$ cat config.mk
export PLATFORM = sky130hd
export DESIGN_NAME = sliding_window_rate_limiter
export DESIGN_NICKNAME = d
export VERILOG_FILES = /design/src/swrl_pkg.sv /design/src/swrl_ram.sv /design/src/sliding_window_rate_limiter.sv
export VERILOG_INCLUDE_DIRS = /design/src /design/src/src
export SDC_FILE = /design/constraint.sdc
export NUM_CORES = 1
export LEC_CHECK = 0
export ABC_AREA = 1
export BUFFER_PORTS_ARGS = -buffer_cell sky130_fd_sc_hd__buf_2
export CAP_MARGIN = 5
export CORE_MARGIN = 4
export CORE_UTILIZATION = 49
export DETAILED_ROUTE_END_ITERATION = 6
export GPL_ROUTABILITY_DRIVEN = 0
export HOLD_SLACK_MARGIN = 0.05
export PLACE_DENSITY = 0.67
export SLEW_MARGIN = 20
export SYNTH_ARGS = -nofsm -noshare
export SYNTH_HDL_FRONTEND = slang
export SYNTH_SLANG_ARGS = --single-unit
$ cat constraint.sdc
create_clock -name i_clk -period 4.5 [get_ports i_clk]
set_input_delay 0.45 -clock i_clk [delete_from_list [all_inputs] [get_ports i_clk]]
set_output_delay 0.45 -clock i_clk [all_outputs]
set_load 0.005 [all_outputs]
$ cat src/sliding_window_rate_limiter_defines.svh
// ---------------------------------------------------------------------------
// sliding_window_rate_limiter_defines.svh
// Assertion macros shared by the rate limiter RTL.
// ---------------------------------------------------------------------------
`ifndef SLIDING_WINDOW_RATE_LIMITER_DEFINES_SVH
`define SLIDING_WINDOW_RATE_LIMITER_DEFINES_SVH

// Same-cycle implication, checked out of reset.
`define SWRL_ASSERT_IMP(label, clk, rst_n, ante, cons, msg) \
    label: assert property (@(posedge clk) disable iff (!rst_n) (ante) |-> (cons)) \
        else $error(msg);

// Next-cycle implication, checked out of reset.
`define SWRL_ASSERT_NEXT(label, clk, rst_n, ante, cons, msg) \
    label: assert property (@(posedge clk) disable iff (!rst_n) (ante) |=> (cons)) \
        else $error(msg);

`endif

$ cat src/swrl_pkg.sv
// ---------------------------------------------------------------------------
// swrl_pkg
// Types shared by the sliding window rate limiter.
// ---------------------------------------------------------------------------
package swrl_pkg;

    typedef enum logic [0:0] {
        ST_IDLE,
        ST_CHECK
    } t_state;

endpackage

$ cat src/swrl_ram.sv
// ---------------------------------------------------------------------------
// swrl_ram
// Generic simple dual-port RAM: one write port, one registered read port.
// ---------------------------------------------------------------------------
module swrl_ram #(
    parameter int WIDTH = 32,
    parameter int DEPTH = 16
) (
    i_clk,
    i_we,
    i_waddr,
    i_wdata,
    i_raddr,
    o_rdata
);
    localparam int AW = (DEPTH > 1) ? $clog2(DEPTH) : 1;

    input  logic             i_clk;
    input  logic             i_we;
    input  logic [AW-1:0]    i_waddr;
    input  logic [WIDTH-1:0] i_wdata;
    input  logic [AW-1:0]    i_raddr;
    output logic [WIDTH-1:0] o_rdata;

    logic [WIDTH-1:0] r_mem [DEPTH];
    logic [WIDTH-1:0] r_rdata;

    always_ff @(posedge i_clk) begin
        if (i_we) begin
            r_mem[i_waddr] <= i_wdata;
        end
        r_rdata <= r_mem[i_raddr];
    end

    assign o_rdata = r_rdata;

endmodule

$ cat src/sliding_window_rate_limiter.sv
// ---------------------------------------------------------------------------
// sliding_window_rate_limiter
// Sliding-window log rate limiter: keeps a ring of accepted event stamps in
// a RAM, expires old stamps from the head, refuses events when full.
// ---------------------------------------------------------------------------
//
//  channel   | handshake                | payload
//  ----------+--------------------------+----------------------------
//  event in  | start / busy             | i_now_ticks[31:0]
//  result    | o_strobe (one cycle)     | o_too_many
//  config    | i_cfg_we                 | i_cfg_wdata[30:0] (window)
//
//  An event is accepted in IDLE, then CHECK tests the head once per stored
//  stamp it expires and once more; each test waits on the registered RAM read.
//  The result word appears on the cycle after the decision; a new event can
//  be taken on that same cycle.
//  Reset is synchronous, active low; head and count clear at once, the RAM
//  holds no reset and needs no clearing pass. The receiver cannot stall.
//
`include "sliding_window_rate_limiter_defines.svh"

module sliding_window_rate_limiter #(
    parameter int DEPTH = 16
) (
    input  logic        i_clk,
    input  logic        i_rst_n,
    input  logic        start,
    output logic        busy,
    input  logic [31:0] i_now_ticks,
    output logic        o_strobe,
    output logic        o_too_many,
    input  logic        i_cfg_we,
    input  logic [30:0] i_cfg_wdata
);
    import swrl_pkg::*;

    localparam int IW = (DEPTH > 1) ? $clog2(DEPTH) : 1;  // ring index width
    localparam int CW = $clog2(DEPTH + 1);                // count width, 0..DEPTH
    localparam int TW = CW + 1;                           // tail sum width

    // Control state
    t_state          r_state, n_state;
    logic [IW-1:0]   r_head, n_head;
    logic [CW-1:0]   r_count, n_count;
    logic            r_strobe, n_strobe;
    logic [30:0]     r_window;

    // Payload registers of the event at work
    logic [31:0]     r_now;
    logic [31:0]     r_limit;
    logic            r_too_many, n_too_many;

    // RAM ports
    logic            ram_we;
    logic [IW-1:0]   ram_waddr;
    logic [IW-1:0]   ram_raddr;
    logic [31:0]     ram_rdata;

    logic            accept;
    logic            expired;
    logic            full;
    logic            finish;
    logic [31:0]     age_diff;
    logic [IW-1:0]   head_next;
    logic [TW-1:0]   tail_sum;
    logic [TW-1:0]   tail_wrap;

    assign accept = start && (r_state == ST_IDLE);
    assign busy   = (r_state != ST_IDLE);

    // Age test: stamp is strictly older than the limit when the modular
    // difference has its sign bit set. An empty ring never expires.
    assign age_diff = ram_rdata - r_limit;
    assign expired  = (r_count != '0) && age_diff[31];
    assign full     = (r_count == CW'(DEPTH));
    assign finish   = (r_state == ST_CHECK) && !expired;

    // Advance the head with wrap at the ring end.
    assign head_next = (r_head == IW'(DEPTH - 1)) ? '0 : r_head + 1'b1;

    // Tail = head + count, folded back into the ring.
    assign tail_sum  = TW'(r_head) + TW'(r_count);
    assign tail_wrap = (tail_sum >= TW'(DEPTH)) ? tail_sum - TW'(DEPTH) : tail_sum;

    swrl_ram #(
        .WIDTH (32),
        .DEPTH (DEPTH)
    ) u_ring (
        .i_clk   (i_clk),
        .i_we    (ram_we),
        .i_waddr (ram_waddr),
        .i_wdata (r_now),
        .i_raddr (ram_raddr),
        .o_rdata (ram_rdata)
    );

    // Next state
    always_comb begin
        n_state = r_state;
        unique case (r_state)
            ST_IDLE: begin
                if (start) begin
                    n_state = ST_CHECK;
                end
            end
            ST_CHECK: begin
                if (!expired) begin
                    n_state = ST_IDLE;
                end
            end
            default: n_state = ST_IDLE;
        endcase
    end

    // Outputs and datapath control
    always_comb begin
        n_head     = r_head;
        n_count    = r_count;
        n_strobe   = 1'b0;
        n_too_many = r_too_many;
        ram_we     = 1'b0;
        ram_waddr  = tail_wrap[IW-1:0];
        ram_raddr  = r_head;
        unique case (r_state)
            ST_IDLE: begin
                // Prefetch the oldest stamp; it lands as the event enters CHECK.
                ram_raddr = r_head;
            end
            ST_CHECK: begin
                if (expired) begin
                    // Drop the head stamp and fetch the next one.
                    n_head    = head_next;
                    n_count   = r_count - 1'b1;
                    ram_raddr = head_next;
                end else begin
                    n_strobe   = 1'b1;
                    n_too_many = full;
                    if (!full) begin
                        // Append at the tail.
                        ram_we  = 1'b1;
                        n_count = r_count + 1'b1;
                    end
                end
            end
            default: begin
                ram_raddr = r_head;
            end
        endcase
    end

    // Control registers
    always_ff @(posedge i_clk) begin
        if (!i_rst_n) begin
            r_state  <= ST_IDLE;
            r_head   <= '0;
            r_count  <= '0;
            r_strobe <= 1'b0;
            r_window <= 31'd1000;
        end else begin
            r_state  <= n_state;
            r_head   <= n_head;
            r_count  <= n_count;
            r_strobe <= n_strobe;
            if (i_cfg_we) begin
                r_window <= i_cfg_wdata;
            end
        end
    end

    // Payload registers: latch the event stamp and its expiry limit.
    always_ff @(posedge i_clk) begin
        if (accept) begin
            r_now   <= i_now_ticks;
            r_limit <= i_now_ticks - {1'b0, r_window};
        end
        r_too_many <= n_too_many;
    end

    assign o_strobe   = r_strobe;
    assign o_too_many = r_too_many;

    // Assertions
    `SWRL_ASSERT_IMP(a_count_bound, i_clk, i_rst_n, 1'b1, r_count <= CW'(DEPTH), "count exceeds depth")
    `SWRL_ASSERT_IMP(a_no_write_full, i_clk, i_rst_n, ram_we, !full && finish, "append into full ring")
    `SWRL_ASSERT_NEXT(a_strobe_after_finish, i_clk, i_rst_n, finish, r_strobe, "missing result strobe")
    `SWRL_ASSERT_NEXT(a_busy_after_accept, i_clk, i_rst_n, accept, busy && !r_strobe, "accept not held busy")
    `SWRL_ASSERT_IMP(a_expire_nonempty, i_clk, i_rst_n, expired, r_count != '0, "expiry on empty ring")

endmodule

==> flow_summary.toml <==
[yosys]
synth.avg_cell_area_um2 = 10.4
syn_area_mm2 = 0.0293
ys_types = 38
mappedNetlistNets = 2961
ys_warn_count = 0
synth_most_common_cell = "edfxtp_1"
async_reset_ff_frac = 0
synth_top_cell_by_area = "edfxtp_1"
synth.area.top_cells = "edfxtp_1 59%, nand3_1 9.0%, inv_1 7.3%"
synth_seq_cells = 651
synthTopCellsByCount = "577 x edfxtp_1, 566 x inv_1, 527 x nand3_1"
yosysSeqAreaShare = 0.643
syn-instance-count = 2823
synth_edf_count = 577
synth_top_cell_area_share = 0.592
synthFlopType = "edfxtp_1"

[clock_network]
insertion_delay_ns = 0.61
cts_tree = "yes"
root_buffer = "clkbuf_16"
numCtsBuffers = 67
cts_resized = 0
h-tree-depth = 3
clkTransAtPathRegs_ns = 0.06
postCtsSetupRepairBufs = 0
clock_sinks = 651
clk_path_buf_depth = 3

[worst_hold_path]
whs_endpoint = "r_window[8]$_SDFFE_PN1P_"
min_from = "i_cfg_wdata[8]"
min_path_cells = 3
min_path_type = "in2reg"

[pwr]
pwr_density_cell_mw_per_mm2 = 539
p_leak_nw = 14.0
vdd_drop_max_mv = 0.343

[worst_setup_path]
cpMaxStageDelayCell = "buf_4"
worstSetupEndpointType = "flip-flop"
cp_max_fo = 84
worst_r2r_path_depth = 18
worst-r2r-setup-slack_ns = 0.86
r2r-end = "u_ring.o_rdata[30]$_DFF_P_"
cp_common_cell = "nand2_1"
crit_chain = "ha_1, nand2_1, nand2_1, nand2_1, nand2_1, nand2_1, nand2_1, a21oi_1, nand3_1, nand2_2, nand3_4, nand2_4, buf_4, nand3b_1, nand3_1, nand3_1, nand3_1, nand2_1"
reg2reg_from = "u_ring.o_rdata[16]$_DFF_P_"
required_ns = 4.94
max_stage_delay_ns = 0.79
startpoint = "u_ring.o_rdata[16]$_DFF_P_"
crit_arrival_ns = 4.08
critPathLaunchType = "flip-flop"
critPathKind = "reg2reg"

[timing]
worst_pin_slew_ns = 1.10
final-max-slew-violation-count = 0
finalCritPeriodShare = 0.809
fin_crit_ns = 3.64
max_slew_margin = 0.266
tns_ns = 0
skew_ns = 0.0262
rsz0062_at_grt = "no"
setup_viol = 0
clock.fmax_ghz = 0.275
finalHoldViolCount = 0
holdWs_ns = 0.0747

[placed_design]
placed_cell_area_mm2 = 0.0307
hpwl_um = 41400
io_buffers = 69

[die]
core_area_mm2 = 0.0590
die-height_um = 252
die_area_mm2 = 0.0637
core.rowCount = 89
ios = 70
start_util = 0.496
die_w_um = 252

[layout]
n_antenna_cell = 0
fin_area_mm2 = 0.0331
fill_cells = 4886
nets = 3049
drive_gt1_frac = 0.0833
syn_to_final_growth_pct = 13.3

[route]
drc = 0
vias = 20300
ant_nets = 0
drt_iter0_drc = 2021
wl_per_cell_um = 19.8
drtPass1Iterations = 5
via_per_inst = 5.44
drt-total-wl_um = 74000

[global_route]
grt_max_degree = 103
grt_pass1_wl_um = 113000
grt.total_usage = 0.229
antenna_found_initial = 1
grt_pass1_vias = 19900
globalRouteOverflowTotal = 0

[job]
max_cap_violations = 0

[status]
status = "finished, final reports clean"
flip-flops by register name, indices dropped and copies added, names as in the netlist:
signal	count
u_ring.r_mem	512
r_limit	32
r_now	32
u_ring.o_rdata	32
r_window	31
r_count	5
r_head	4
busy	1
o_strobe	1
o_too_many	1
how the worst max path moves through the flow:
| stage | to | depth (start not counted) |
|---|---|---|
| 3_3_place_gp | u_ring.r_mem[2][25]$_DFFE_PP_ | 17 |
| 5_1_grt | u_ring.o_rdata[10]$_DFF_P_ | 18 |
| 2_1_floorplan | u_ring.r_mem[3][0]$_DFFE_PP_ | 14 |
| 6_report | u_ring.o_rdata[30]$_DFF_P_ | 18 |
| 3_5_place_dp | u_ring.o_rdata[10]$_DFF_P_ | 16 |
| 4_1_cts | u_ring.o_rdata[10]$_DFF_P_ | 16 |
layer usage:
metal,vias to the layer above,routed length [um],global-route usage,part of all wire
li1,9552,-,-,-
met1,9658,31200,0.323,0.42
met2,987,33800,0.362,0.46
met3,141,6940,0.0396,0.094
met4,0,2070,0.0820,0.028
met5,-,0,0,0
repair_timing:
action                                  4_1_cts  5_1_grt
endpoints found under the setup margin        0        0
hold buffers                                 32        0
endpoints found under the hold margin        32        0
worst max-delay path, delay by kind of cell, from the launching register on:
family,cells,cell delay [ns]
and+or+nand+nor,15,1.57
buffers and inverters,1,0.79
DFF,1,0.47
adders and majority gates,1,0.30
AOI/OAI and AO/OA,1,0.26
report_power, final:
part / internal [mW] / leakage (nW) / switching (mW) / total, mW
clock: 3.03 / 1.05 / 2.35 / 5.37
combinational: 1.56 / 7.14 / 3.31 / 4.87
sequential: 7.20 / 5.85 / 0.413 / 7.62
through the flow:
| stage | total power [mW] | cells | worst slack (ns) | utilization |
|---|---|---|---|---|
| 3_3_place_gp | 12.3 | 3583 | 0.922 | 0.520 |
| 2_1_floorplan | 10.9 | 2823 | 0.0911 | - |
| 4_1_cts | 17.9 | 3739 | 0.893 | 0.562 |
| 5_1_grt | 18.7 | 3739 | 0.670 | 0.562 |
| 3_5_place_dp | 12.5 | 3583 | 0.909 | 0.520 |
| 6_report | 17.9 | 3739 | 0.861 | 0.562 |
cell families after synthesis:
logic type	after synthesis	share of synthesized area
buf+inv	695	0.0929
compound gates	161	0.0298
xor+xnor	36	0.0110
simple gates	1209	0.192
flops	651	0.643
fa+ha+maj	71	0.0311
cell usage in the layout (no fill, tap or decap), types with 18 or more instances in the layout:
cell / netlist / final
a21oi_1: 81 / 81
buf_2: 75 / 69
buf_4: 4 / 31
clkbuf_16: 0 / 70
dfxtp_1: 74 / 74
dlygate4sd3_1: 0 / 32
edfxtp_1: 577 / 577
ha_1: 68 / 68
inv_1: 566 / 564
nand2_1: 506 / 505
nand3_1: 527 / 527
nand3b_1: 96 / 96
nor2_1: 49 / 41
o21ai_0: 46 / 46
xor2_1: 19 / 18
area by class of cell:
class / count / area [um^2] / area share
clock buffers: 83 / 1830 / 0.0552
clock inverters: 41 / 285 / 0.00861
inverters: 566 / 2120 / 0.0641
multi-input cells: 1477 / 7910 / 0.239
flip-flops and latches: 651 / 18800 / 0.567
well taps: 773 / 967 / 0.0292
repair buffers: 148 / 1220 / 0.0368
Power figures use the tool's default switching activity.
